==> config.mk <==
export PLATFORM = sky130hd
export DESIGN_NAME = priority_inheritance_mutex_flat
export DESIGN_NICKNAME = d
export VERILOG_FILES = /design/src/pim_pkg.sv /design/src/pim_if.sv /design/src/pim_front.sv /design/src/pim_queue.sv /design/src/pim_back.sv /design/src/priority_inheritance_mutex.sv /design/src/flat_wrapper.sv
export SDC_FILE = /design/constraint.sdc
export NUM_CORES = 1
export LEC_CHECK = 0
export ABC_AREA = 1
export ABC_CLOCK_PERIOD_IN_PS = 3400
export BUFFER_PORTS_ARGS = -buffer_cell sky130_fd_sc_hd__buf_2
export CAP_MARGIN = 25
export CORE_ASPECT_RATIO = 1.5
export CORE_MARGIN = 2
export CORE_UTILIZATION = 35
export CTS_CLUSTER_DIAMETER = 60
export DETAILED_ROUTE_END_ITERATION = 12
export GPL_ROUTABILITY_DRIVEN = 0
export GPL_TIMING_DRIVEN = 1
export PLACE_DENSITY = 0.57
export SLEW_MARGIN = 40
export SYNTH_ARGS = -nofsm -noshare
export SYNTH_HDL_FRONTEND = slang
export SYNTH_HIERARCHICAL = 1
export SYNTH_SLANG_ARGS = --single-unit
export TNS_END_PERCENT = 20
==> constraint.sdc <==
create_clock -name clk -period 3.4 [get_ports clk]
set_clock_uncertainty 0.2 [all_clocks]
set_input_delay 0.17 -clock clk [delete_from_list [all_inputs] [get_ports clk]]
set_output_delay 0.17 -clock clk [all_outputs]
set_load 0.01 [all_outputs]
==> src/pim_pkg.sv <==
// ----------------------------------------------------------------------------
// pim_pkg
// Types, codes and sizes shared by the priority-inheritance mutex modules.
// ----------------------------------------------------------------------------
package pim_pkg;

	localparam int ID_W           = 8;
	localparam int PRIO_W         = 8;
	localparam int RCOUNT_W       = 8;
	localparam int STATUS_W       = 3;
	localparam int COUNT_OUT_W    = 4;
	localparam int WAIT_SLOTS_DEF = 8;
	localparam int QUEUE_DEPTH    = 2;

	localparam logic [1:0] OP_LOCK    = 2'd0;
	localparam logic [1:0] OP_TRYLOCK = 2'd1;
	localparam logic [1:0] OP_UNLOCK  = 2'd2;

	localparam logic [RCOUNT_W-1:0] RCOUNT_MAX = '1;

	typedef enum logic [1:0] {
		K_LOCK,
		K_TRYLOCK,
		K_UNLOCK,
		K_INVALID
	} kind_t;

	typedef enum logic [STATUS_W-1:0] {
		ST_ACQUIRED,
		ST_REENTERED,
		ST_QUEUED,
		ST_BUSY,
		ST_FULL,
		ST_NOT_OWNER,
		ST_DECREMENTED,
		ST_RELEASED
	} status_t;

	typedef struct packed {
		kind_t             kind;
		logic [ID_W-1:0]   task_id;
		logic [PRIO_W-1:0] task_priority;
	} cmd_t;

	typedef struct packed {
		logic [ID_W-1:0]   task_id;
		logic [PRIO_W-1:0] task_priority;
	} waiter_t;

	typedef enum logic [1:0] {
		B_IDLE,
		B_SCAN,
		B_PICK,
		B_EMIT
	} bstate_t;

endpackage

==> src/pim_if.sv <==
// ----------------------------------------------------------------------------
// pim_req_if / pim_rsp_if
// Valid/ready channels for mutex requests and their results.
// ----------------------------------------------------------------------------
interface pim_req_if;
	logic                      valid;
	logic                      ready;
	logic [1:0]                op;
	logic [pim_pkg::ID_W-1:0]   task_id;
	logic [pim_pkg::PRIO_W-1:0] task_priority;

	modport source (output valid, output op, output task_id, output task_priority,
		input ready);
	modport sink (input valid, input op, input task_id, input task_priority,
		output ready);
endinterface

interface pim_rsp_if;
	logic                           valid;
	logic                           ready;
	logic [pim_pkg::STATUS_W-1:0]    status;
	logic                           woken_valid;
	logic [pim_pkg::ID_W-1:0]        woken_task;
	logic                           owner_valid;
	logic [pim_pkg::ID_W-1:0]        owner_task;
	logic [pim_pkg::PRIO_W-1:0]      owner_priority;
	logic [pim_pkg::COUNT_OUT_W-1:0] waiter_count;

	modport source (output valid, output status, output woken_valid, output woken_task,
		output owner_valid, output owner_task, output owner_priority, output waiter_count,
		input ready);
	modport sink (input valid, input status, input woken_valid, input woken_task,
		input owner_valid, input owner_task, input owner_priority, input waiter_count,
		output ready);
endinterface

==> src/pim_front.sv <==
// ----------------------------------------------------------------------------
// pim_front
// Accepts request items and classifies their operation codes.
// ----------------------------------------------------------------------------
module pim_front (
	pim_req_if.sink       req,
	output logic          push_valid,
	input  logic          push_ready,
	output pim_pkg::cmd_t push_data
);
	import pim_pkg::*;

	kind_t kind;

	always_comb begin
		case (req.op)
			OP_LOCK:    kind = K_LOCK;
			OP_TRYLOCK: kind = K_TRYLOCK;
			OP_UNLOCK:  kind = K_UNLOCK;
			default:    kind = K_INVALID;
		endcase
	end

	assign push_valid              = req.valid;
	assign req.ready               = push_ready;
	assign push_data.kind          = kind;
	assign push_data.task_id       = req.task_id;
	assign push_data.task_priority = req.task_priority;

endmodule

==> src/pim_queue.sv <==
// ----------------------------------------------------------------------------
// pim_queue
// Short FIFO of classified commands between the front and the back.
// ----------------------------------------------------------------------------
module pim_queue #(
	parameter int DEPTH = pim_pkg::QUEUE_DEPTH
) (
	input  logic          clk,
	input  logic          arst_n,
	input  logic          push_valid,
	output logic          push_ready,
	input  pim_pkg::cmd_t push_data,
	output logic          pop_valid,
	input  logic          pop_ready,
	output pim_pkg::cmd_t pop_data
);
	import pim_pkg::*;

	localparam int PTR_W = (DEPTH > 1) ? $clog2(DEPTH) : 1;
	localparam int CNT_W = $clog2(DEPTH + 1);
	localparam logic [PTR_W-1:0] PTR_LAST = PTR_W'(DEPTH - 1);
	localparam logic [CNT_W-1:0] CNT_FULL = CNT_W'(DEPTH);

	cmd_t             entry_q [DEPTH];
	logic [PTR_W-1:0] wr_ptr_q;
	logic [PTR_W-1:0] rd_ptr_q;
	logic [CNT_W-1:0] count_q;
	logic             do_push;
	logic             do_pop;

	assign push_ready = (count_q != CNT_FULL);
	assign pop_valid  = (count_q != '0);
	assign pop_data   = entry_q[rd_ptr_q];
	assign do_push    = push_valid && push_ready;
	assign do_pop     = pop_valid && pop_ready;

	always_ff @(posedge clk) begin
		if (do_push) begin
			entry_q[wr_ptr_q] <= push_data;
		end
	end

	always_ff @(posedge clk or negedge arst_n) begin
		if (!arst_n) begin
			wr_ptr_q <= '0;
			rd_ptr_q <= '0;
			count_q  <= '0;
		end else begin
			if (do_push) begin
				wr_ptr_q <= (wr_ptr_q == PTR_LAST) ? '0 : wr_ptr_q + 1'b1;
			end
			if (do_pop) begin
				rd_ptr_q <= (rd_ptr_q == PTR_LAST) ? '0 : rd_ptr_q + 1'b1;
			end
			if (do_push && !do_pop) begin
				count_q <= count_q + 1'b1;
			end else if (do_pop && !do_push) begin
				count_q <= count_q - 1'b1;
			end
		end
	end

endmodule

==> src/pim_back.sv <==
// ----------------------------------------------------------------------------
// pim_back
// Carries out mutex commands: ownership, recursion, boosting and the waiter
// table, with a slot-by-slot scan for the waiter to wake on final unlock.
// ----------------------------------------------------------------------------
module pim_back #(
	parameter int WAIT_SLOTS = pim_pkg::WAIT_SLOTS_DEF
) (
	input  logic          clk,
	input  logic          arst_n,
	input  logic          cmd_valid,
	output logic          cmd_ready,
	input  pim_pkg::cmd_t cmd,
	pim_rsp_if.source     rsp
);
	import pim_pkg::*;

	localparam int CNT_W  = $clog2(WAIT_SLOTS + 1);
	localparam int ADDR_W = (WAIT_SLOTS > 1) ? $clog2(WAIT_SLOTS) : 1;
	localparam logic [CNT_W-1:0] CNT_FULL = CNT_W'(WAIT_SLOTS);
	localparam logic [CNT_W-1:0] CNT_ONE  = CNT_W'(1);

	bstate_t             state_q;
	bstate_t             state_d;

	// Owner state. The base priority is not kept: the final unlock clears
	// the owner fields, so a restored base priority never becomes visible.
	logic                held_q;
	logic [ID_W-1:0]     owner_id_q;
	logic [PRIO_W-1:0]   eff_q;
	logic [RCOUNT_W-1:0] rcount_q;
	logic [CNT_W-1:0]    used_q;

	logic [CNT_W-1:0]    idx_q;
	logic [ADDR_W-1:0]   best_q;
	waiter_t             best_q_w;
	status_t             status_q;
	logic                woke_q;
	logic [ID_W-1:0]     woken_q;

	waiter_t             mem [WAIT_SLOTS];
	waiter_t             rd_data_q;
	logic [ADDR_W-1:0]   rd_addr;
	logic                wr_en;
	logic [ADDR_W-1:0]   wr_addr;
	waiter_t             wr_data;

	logic                out_valid_q;
	status_t             out_status_q;
	logic                out_woke_q;
	logic [ID_W-1:0]     out_woken_q;
	logic                out_held_q;
	logic [ID_W-1:0]     out_owner_q;
	logic [PRIO_W-1:0]   out_prio_q;
	logic [COUNT_OUT_W-1:0] out_count_q;

	logic                take_cmd;
	logic                is_owner;
	logic                table_full;
	logic                final_unlock;
	logic                start_scan;
	logic                enqueue;
	logic                scan_take;
	logic                load_out;

	assign take_cmd     = (state_q == B_IDLE) && cmd_valid;
	assign is_owner     = held_q && (owner_id_q == cmd.task_id);
	assign table_full   = (used_q >= CNT_FULL);
	assign final_unlock = (cmd.kind == K_UNLOCK) && is_owner && (rcount_q <= 8'd1);
	assign start_scan   = take_cmd && final_unlock && (used_q != '0);
	assign enqueue      = take_cmd && (cmd.kind == K_LOCK) && held_q && !is_owner && !table_full;
	// The first slot always seeds the search; later slots replace it only
	// when strictly higher, which keeps the lowest slot on ties.
	assign scan_take    = (idx_q == CNT_ONE) || (rd_data_q.task_priority > best_q_w.task_priority);
	assign load_out     = (state_q == B_EMIT) && (!out_valid_q || rsp.ready);

	always_comb begin
		state_d = state_q;
		case (state_q)
			B_IDLE: begin
				if (cmd_valid) begin
					state_d = start_scan ? B_SCAN : B_EMIT;
				end
			end
			B_SCAN: begin
				if (idx_q == used_q) begin
					state_d = B_PICK;
				end
			end
			B_PICK: state_d = B_EMIT;
			B_EMIT: begin
				if (load_out) begin
					state_d = B_IDLE;
				end
			end
			default: state_d = B_IDLE;
		endcase
	end

	always_comb begin
		cmd_ready = 1'b0;
		rd_addr   = '0;
		wr_en     = 1'b0;
		wr_addr   = ADDR_W'(used_q);
		wr_data   = '{task_id: cmd.task_id, task_priority: cmd.task_priority};
		case (state_q)
			B_IDLE: begin
				cmd_ready = 1'b1;
				wr_en     = enqueue;
			end
			B_SCAN: begin
				// Once every slot is read, fetch the last one to fill the hole.
				rd_addr = (idx_q < used_q) ? ADDR_W'(idx_q) : ADDR_W'(used_q - CNT_ONE);
			end
			B_PICK: begin
				wr_en   = 1'b1;
				wr_addr = best_q;
				wr_data = rd_data_q;
			end
			B_EMIT: begin
				cmd_ready = 1'b0;
			end
			default: cmd_ready = 1'b0;
		endcase
	end

	always_ff @(posedge clk) begin
		if (wr_en) begin
			mem[wr_addr] <= wr_data;
		end
		rd_data_q <= mem[rd_addr];
	end

	always_ff @(posedge clk or negedge arst_n) begin
		if (!arst_n) begin
			state_q    <= B_IDLE;
			held_q     <= 1'b0;
			owner_id_q <= '0;
			eff_q      <= '0;
			rcount_q   <= '0;
			used_q     <= '0;
		end else begin
			state_q <= state_d;
			if (take_cmd) begin
				case (cmd.kind)
					K_LOCK, K_TRYLOCK: begin
						if (!held_q) begin
							held_q     <= 1'b1;
							owner_id_q <= cmd.task_id;
							eff_q      <= cmd.task_priority;
							rcount_q   <= 8'd1;
						end else if (is_owner) begin
							if (rcount_q != RCOUNT_MAX) begin
								rcount_q <= rcount_q + 1'b1;
							end
						end else if (cmd.kind == K_LOCK) begin
							if (cmd.task_priority > eff_q) begin
								eff_q <= cmd.task_priority;
							end
							if (!table_full) begin
								used_q <= used_q + 1'b1;
							end
						end
					end
					K_UNLOCK: begin
						if (is_owner) begin
							if (final_unlock) begin
								held_q     <= 1'b0;
								owner_id_q <= '0;
								eff_q      <= '0;
								rcount_q   <= '0;
							end else begin
								rcount_q <= rcount_q - 1'b1;
							end
						end
					end
					default: begin
						held_q <= held_q;
					end
				endcase
			end else if (state_q == B_PICK) begin
				used_q <= used_q - 1'b1;
			end
		end
	end

	always_ff @(posedge clk) begin
		if (take_cmd) begin
			woke_q  <= 1'b0;
			woken_q <= '0;
			idx_q   <= CNT_ONE;
			case (cmd.kind)
				K_LOCK, K_TRYLOCK: begin
					if (!held_q) begin
						status_q <= ST_ACQUIRED;
					end else if (is_owner) begin
						status_q <= (rcount_q == RCOUNT_MAX) ? ST_BUSY : ST_REENTERED;
					end else if (cmd.kind == K_TRYLOCK) begin
						status_q <= ST_BUSY;
					end else begin
						status_q <= table_full ? ST_FULL : ST_QUEUED;
					end
				end
				K_UNLOCK: begin
					if (!is_owner) begin
						status_q <= ST_NOT_OWNER;
					end else if (final_unlock) begin
						status_q <= ST_RELEASED;
					end else begin
						status_q <= ST_DECREMENTED;
					end
				end
				default: status_q <= ST_BUSY;
			endcase
		end
		if (state_q == B_SCAN) begin
			if (scan_take) begin
				best_q   <= ADDR_W'(idx_q - CNT_ONE);
				best_q_w <= rd_data_q;
			end
			if (idx_q < used_q) begin
				idx_q <= idx_q + 1'b1;
			end
		end
		if (state_q == B_PICK) begin
			woke_q  <= 1'b1;
			woken_q <= best_q_w.task_id;
		end
	end

	always_ff @(posedge clk or negedge arst_n) begin
		if (!arst_n) begin
			out_valid_q <= 1'b0;
		end else if (load_out) begin
			out_valid_q <= 1'b1;
		end else if (rsp.ready) begin
			out_valid_q <= 1'b0;
		end
	end

	always_ff @(posedge clk) begin
		if (load_out) begin
			out_status_q <= status_q;
			out_woke_q   <= woke_q;
			out_woken_q  <= woken_q;
			out_held_q   <= held_q;
			out_owner_q  <= owner_id_q;
			out_prio_q   <= eff_q;
			out_count_q  <= COUNT_OUT_W'(used_q);
		end
	end

	assign rsp.valid          = out_valid_q;
	assign rsp.status         = out_status_q;
	assign rsp.woken_valid    = out_woke_q;
	assign rsp.woken_task     = out_woken_q;
	assign rsp.owner_valid    = out_held_q;
	assign rsp.owner_task     = out_owner_q;
	assign rsp.owner_priority = out_prio_q;
	assign rsp.waiter_count   = out_count_q;

endmodule

==> src/priority_inheritance_mutex.sv <==
// ----------------------------------------------------------------------------
// priority_inheritance_mutex
// Recursive hardware mutex with priority inheritance and a waiter table.
//
//   channel  dir  fields
//   req      in   op, task_id, task_priority
//   rsp      out  status, woken_valid, woken_task, owner_valid, owner_task,
//                 owner_priority, waiter_count
//
// A request passes through the two-entry command queue and the back end's
// status register to the result register. A final unlock with queued waiters
// also scans the waiter memory, which is read one slot a cycle.
// Reset clears ownership and the waiter count; no clearing pass is needed.
// A stalled result holds the back end, while the queue keeps taking items until it is full.
// ----------------------------------------------------------------------------
module priority_inheritance_mutex #(
	parameter int WAIT_SLOTS = pim_pkg::WAIT_SLOTS_DEF
) (
	input logic       clk,
	input logic       arst_n,
	pim_req_if.sink   req,
	pim_rsp_if.source rsp
);
	import pim_pkg::*;

	logic push_valid;
	logic push_ready;
	cmd_t push_data;
	logic pop_valid;
	logic pop_ready;
	cmd_t pop_data;

	pim_front u_front (
		.req        (req),
		.push_valid (push_valid),
		.push_ready (push_ready),
		.push_data  (push_data)
	);

	pim_queue #(
		.DEPTH (QUEUE_DEPTH)
	) u_queue (
		.clk        (clk),
		.arst_n     (arst_n),
		.push_valid (push_valid),
		.push_ready (push_ready),
		.push_data  (push_data),
		.pop_valid  (pop_valid),
		.pop_ready  (pop_ready),
		.pop_data   (pop_data)
	);

	pim_back #(
		.WAIT_SLOTS (WAIT_SLOTS)
	) u_back (
		.clk       (clk),
		.arst_n    (arst_n),
		.cmd_valid (pop_valid),
		.cmd_ready (pop_ready),
		.cmd       (pop_data),
		.rsp       (rsp)
	);

endmodule

==> src/flat_wrapper.sv <==
// flat-port wrapper written by rule: the top's interface ports become plain ports
module priority_inheritance_mutex_flat import pim_pkg::*;
#(
	parameter int WAIT_SLOTS = pim_pkg::WAIT_SLOTS_DEF
)
  (clk, arst_n, req_valid, req_op, req_task_id, req_task_priority, req_ready, rsp_valid, rsp_status, rsp_woken_valid, rsp_woken_task, rsp_owner_valid, rsp_owner_task, rsp_owner_priority, rsp_waiter_count, rsp_ready);
  pim_req_if req_i ();
  pim_rsp_if rsp_i ();
  input logic clk;
  input logic arst_n;
  input wire logic [$bits(req_i.valid)-1:0] req_valid;
  input wire logic [$bits(req_i.op)-1:0] req_op;
  input wire logic [$bits(req_i.task_id)-1:0] req_task_id;
  input wire logic [$bits(req_i.task_priority)-1:0] req_task_priority;
  output wire logic [$bits(req_i.ready)-1:0] req_ready;
  output wire logic [$bits(rsp_i.valid)-1:0] rsp_valid;
  output wire logic [$bits(rsp_i.status)-1:0] rsp_status;
  output wire logic [$bits(rsp_i.woken_valid)-1:0] rsp_woken_valid;
  output wire logic [$bits(rsp_i.woken_task)-1:0] rsp_woken_task;
  output wire logic [$bits(rsp_i.owner_valid)-1:0] rsp_owner_valid;
  output wire logic [$bits(rsp_i.owner_task)-1:0] rsp_owner_task;
  output wire logic [$bits(rsp_i.owner_priority)-1:0] rsp_owner_priority;
  output wire logic [$bits(rsp_i.waiter_count)-1:0] rsp_waiter_count;
  input wire logic [$bits(rsp_i.ready)-1:0] rsp_ready;
  assign req_i.valid = req_valid;
  assign req_i.op = req_op;
  assign req_i.task_id = req_task_id;
  assign req_i.task_priority = req_task_priority;
  assign req_ready = req_i.ready;
  assign rsp_valid = rsp_i.valid;
  assign rsp_status = rsp_i.status;
  assign rsp_woken_valid = rsp_i.woken_valid;
  assign rsp_woken_task = rsp_i.woken_task;
  assign rsp_owner_valid = rsp_i.owner_valid;
  assign rsp_owner_task = rsp_i.owner_task;
  assign rsp_owner_priority = rsp_i.owner_priority;
  assign rsp_waiter_count = rsp_i.waiter_count;
  assign rsp_i.ready = rsp_ready;
  priority_inheritance_mutex #(.WAIT_SLOTS(WAIT_SLOTS)) u_core (.clk(clk), .arst_n(arst_n), .req(req_i), .rsp(rsp_i));
endmodule
==> impl_results.md <==
* Status: finished, final reports clean
* Setup bufs post-CTS at 0
* Fin crit share at 89.7%
* Design Power at 7.58 mW
* Hold Path Depth at 2
* Worst-case reg-to-reg path depth at 14
* DIE HEIGHT at 240 µm
* Worst R2R Setup Slack at 0.35 ns
* Min-Delay Endpoint: u_core/u_queue/entry_q[1][2]$_DFFE_PP_
* Die width at 161 µm
* Type of destination of the critical path: register
* Total grt overflow at 0
* Synth-to-Final Area Change at 15.8%
* First-pass GRT wire length at 48,500 µm
* Slew headroom at 47.6%
* Dpl cells at 1,842
* EDFF count, synth at 227
* TritonCTS clock tree: yes
* YS warnings at 6
* Post-Route WL at 31,500 µm
* Peak supply drop at 0.000365 V
* Diodes inserted at 0
* CP max FO at 19
* Critical setup path kind: reg -> reg
* Max Fclk at 328 MHz
* WL/cell at 16.5 µm
* Share of layout cells above drive strength 1 at 13.6%
* Main synth FF type: edfxtp_1
* Longest Clk Path Bufs at 3
* Max Cap Viol at 0
* Mux cell area share after synthesis at 0%
* Mapped Cells at 1,306
* Core Region at 36,700 µm²
* WP data required at 3.38 ns
* Cts bufs inserted at 27
* XOR/XNOR share of the synthesized area at 1.20%
* Compound-Gate Fraction of Synth Area at 3.31%
* Pwr/cell area at 504 nW/µm²
* Yosys reg bits at 284
* Setup tns final at 0 ns
* Fill cells at 3,507
* Synthesized cell area at 13,000 µm²
* Ys async rst share at 12.7%
* Post-DP HPWL at 22,400 µm
* Fin. Hold Viols at 0
* Post-Synth Adder-Cell Area at 3.28%
* Final worst slack at 0.349 ns
* Worst-path clk slew at 0.07 ns
* Via-to-Cell Ratio at 4.56
* Hold_sp: req_task_priority[2]
* Post-cts resize count at 0
* Synth cell types at 39
* CP Launch Type: register
* 1st-pass router iterations at 5
* Nets at 1,466
* Largest net degree at the start of global routing at 65
* RSZ-0062 raised after global routing: no
* CTS root buf: clkbuf_16
* Simple-gate share of the synthesized area at 19.6%
* Worst r2r dst: u_core/u_back/mem[7][5]$_DFFE_PP_
* Worst Tran Pin Value at 0.786 ns
* # clock sinks at 284
* Post-synthesis sequential area ratio at 62.7%
* Initial core utilization at 35.4%
* Period minus WS final at 3.05 ns
* Post-place setup slack at 0.382 ns
* CP arrival at 3.03 ns
* Vias in the first global route at 8,737
* Post-route ant nets at 0
* Io pins at 57
* Setup violators final at 0
* DR iter-0 viols at 497
* Gr usage total at 16.4%
* Mean Syn Cell Area at 9.94 µm²
* Worst hold path type: in -> reg
* Vias at 8,731
* Initial antenna violation count at 0
* DIE AREA at 38,700 µm²
* Main combinational cell family by area after synthesis: simple AND/OR/NAND/NOR gates
* Hold-fix buffer count after cts at 23
* Worst-Skew Late Latency at 0.56 ns
* RR Startpoint: u_core/u_queue/rd_ptr_q$_DFFE_PN0P_
* DRC Markers at 0
* H-Tree Depth at 1
* Non-Filler Instances at 1,915
* Port-buffer cells at 56
* Site Rows at 86
* Leakage at 6.66 nW
* Net Count, Synth at 1,362
* Max-slew violations at 0
==> power breakdown <==
part | total, mW | leakage [nW] | internal, mW | switching [mW]
logic | 0.671 | 3.58 | 0.210 | 0.461
clock network | 2.93 | 0.406 | 1.60 | 1.33
registers | 3.98 | 2.67 | 3.94 | 0.0384
total | 7.58 | 6.66 | 5.75 | 1.83
==> kinds of logic (layout without fill, tap and decap cells) <==
| family | after synthesis | in the layout |
|---|---|---|
| XOR/XNOR | 17 | 17 |
| adder cells (fa/ha/maj) | 34 | 34 |
| AO/OA/AOI/OAI | 71 | 71 |
| AND/OR/NAND/NOR | 609 | 609 |
| flip-flops | 284 | 284 |
| buffers and inverters | 291 | 416 |
==> per-layer routing <==
| metal | GRT usage [%] | routed length, µm | vias to the layer above | part of all wire, % |
|---|---|---|---|---|
| met5 | 0 | 0 | - | 0 |
| met4 | 9.09 | 1750 | 0 | 5.5 |
| met3 | 1.59 | 1050 | 72 | 3.3 |
| met2 | 32.1 | 17000 | 172 | 54 |
| met1 | 16.8 | 11800 | 4144 | 37 |
| li1 | - | - | 4343 | - |
==> cells in the final DEF, fill, tap and decap left out, types with 4 or more instances in the layout <==
cell | netlist | final
nand2_1 | 431 | 431
edfxtp_1 | 227 | 227
inv_1 | 224 | 224
nand3_1 | 101 | 101
buf_2 | 16 | 55
buf_4 | 19 | 50
nor2_1 | 45 | 43
o21ai_0 | 39 | 37
dfrtp_1 | 36 | 36
ha_1 | 34 | 34
clkbuf_16 | 0 | 27
dlygate4sd3_1 | 0 | 22
dfxtp_1 | 21 | 21
a21oi_1 | 15 | 13
xor2_1 | 12 | 12
nand4_1 | 11 | 11
o21ai_2 | 8 | 10
clkbuf_1 | 8 | 9
inv_2 | 8 | 8
buf_12 | 0 | 5
clkinv_2 | 0 | 4
nand2_4 | 4 | 4
xnor2_1 | 4 | 4
nand2_2 | 4 | 4
==> worst max-delay path: stages (launching register included) <==
cell     delay [ns]
dfrtp_1        0.42
buf_12         0.17
nand2_1        0.05
nand2_1        0.08
inv_1          0.11
nand2_1        0.06
nand2_1        0.06
nor2_1         0.04
nand2_1        0.14
nor2_4         0.07
nand2_1        0.08
nand3_1        0.12
nand2_1        0.10
nand3_1        0.26
nor2_2         0.70
==> registers in the layout, indices dropped and copies added, names as in the netlist, 4 cells and up <==
name                              cells
u_core/u_back/mem                   128
u_core/u_back/best_q_w               16
u_core/u_back/rsp.woken_task          8
u_core/u_back/rsp.owner_task          8
u_core/u_back/woken_q                 8
u_core/u_back/rsp.owner_priority      8
u_core/u_back/rcount_q                8
u_core/u_back/idx_q                   4
u_core/u_back/rd_data_q              16
u_core/u_back/owner_id_q              8
u_core/u_back/eff_q                   8
u_core/u_back/rsp.waiter_count        4
u_core/u_back/used_q                  4
u_core/u_queue/entry_q               36
==> Yosys cell counts, types with 3 or more instances <==
cell | count | area (µm²)
nand3_2 | 3 | 30.0
ha_1 | 34 | 425
buf_4 | 19 | 143
nand3_1 | 101 | 505
or2_2 | 3 | 18.8
inv_1 | 224 | 841
nand4_1 | 11 | 68.8
clkbuf_1 | 8 | 30.0
a21oi_1 | 15 | 75.1
nor2_1 | 45 | 169
nand2_2 | 4 | 25.0
o21ai_2 | 8 | 70.1
xor2_1 | 12 | 105
o21ai_0 | 39 | 195
nand2_1 | 431 | 1620
inv_2 | 8 | 30.0
buf_6 | 12 | 135
nand2_4 | 4 | 45.0
xnor2_1 | 4 | 35.0
edfxtp_1 | 227 | 6820
buf_2 | 16 | 80.1
dfxtp_1 | 21 | 420
dfrtp_1 | 36 | 901
==> final cells by class <==
| cell class | count | area, µm² | area share (%) |
|---|---|---|---|
| clock buffer | 38 | 737 | 4.90 |
| tap | 484 | 606 | 4.03 |
| sequential | 284 | 8140 | 54.1 |
| timing repair buffer | 132 | 971 | 6.46 |
| clock inverter | 12 | 108 | 0.716 |
| inverter | 234 | 878 | 5.84 |
| multi-input combinational | 731 | 3590 | 23.9 |
==> how the worst max path moves through the flow <==
stage,start,to,slack (ns),depth (start not counted)
after detailed placement,u_core/u_queue/rd_ptr_q$_DFFE_PN0P_,u_core/u_back/mem[6][14]$_DFFE_PP_,0.38,13
after CTS,u_core/u_queue/rd_ptr_q$_DFFE_PN0P_,u_core/u_back/mem[6][14]$_DFFE_PP_,0.35,13
after global placement,u_core/u_queue/rd_ptr_q$_DFFE_PN0P_,u_core/u_back/mem[6][14]$_DFFE_PP_,0.04,13
after global routing,u_core/u_queue/rd_ptr_q$_DFFE_PN0P_,u_core/u_back/mem[7][4]$_DFFE_PP_,0.09,13
final,u_core/u_queue/rd_ptr_q$_DFFE_PN0P_,u_core/u_back/mem[7][5]$_DFFE_PP_,0.35,14
after floorplan,u_core/u_back/state_q[1]$_DFFE_PN0P_,u_core/u_back/rsp.owner_priority[0]$_DFFE_PP_,0.57,3
==> metrics by stage <==
step / hold slack (ns) / cell area [µm²] / util (%)
final: 0.135 / 15000 / 41.0
after global routing: 0.137 / 15000 / 41.0
after global placement: 0.162 / 13900 / 37.9
after detailed placement: -0.0156 / 13900 / 38.0
after floorplan: -0.326 / 13000 / -
after CTS: 0.106 / 15000 / 40.9
(Power assumes the default switching activity.)
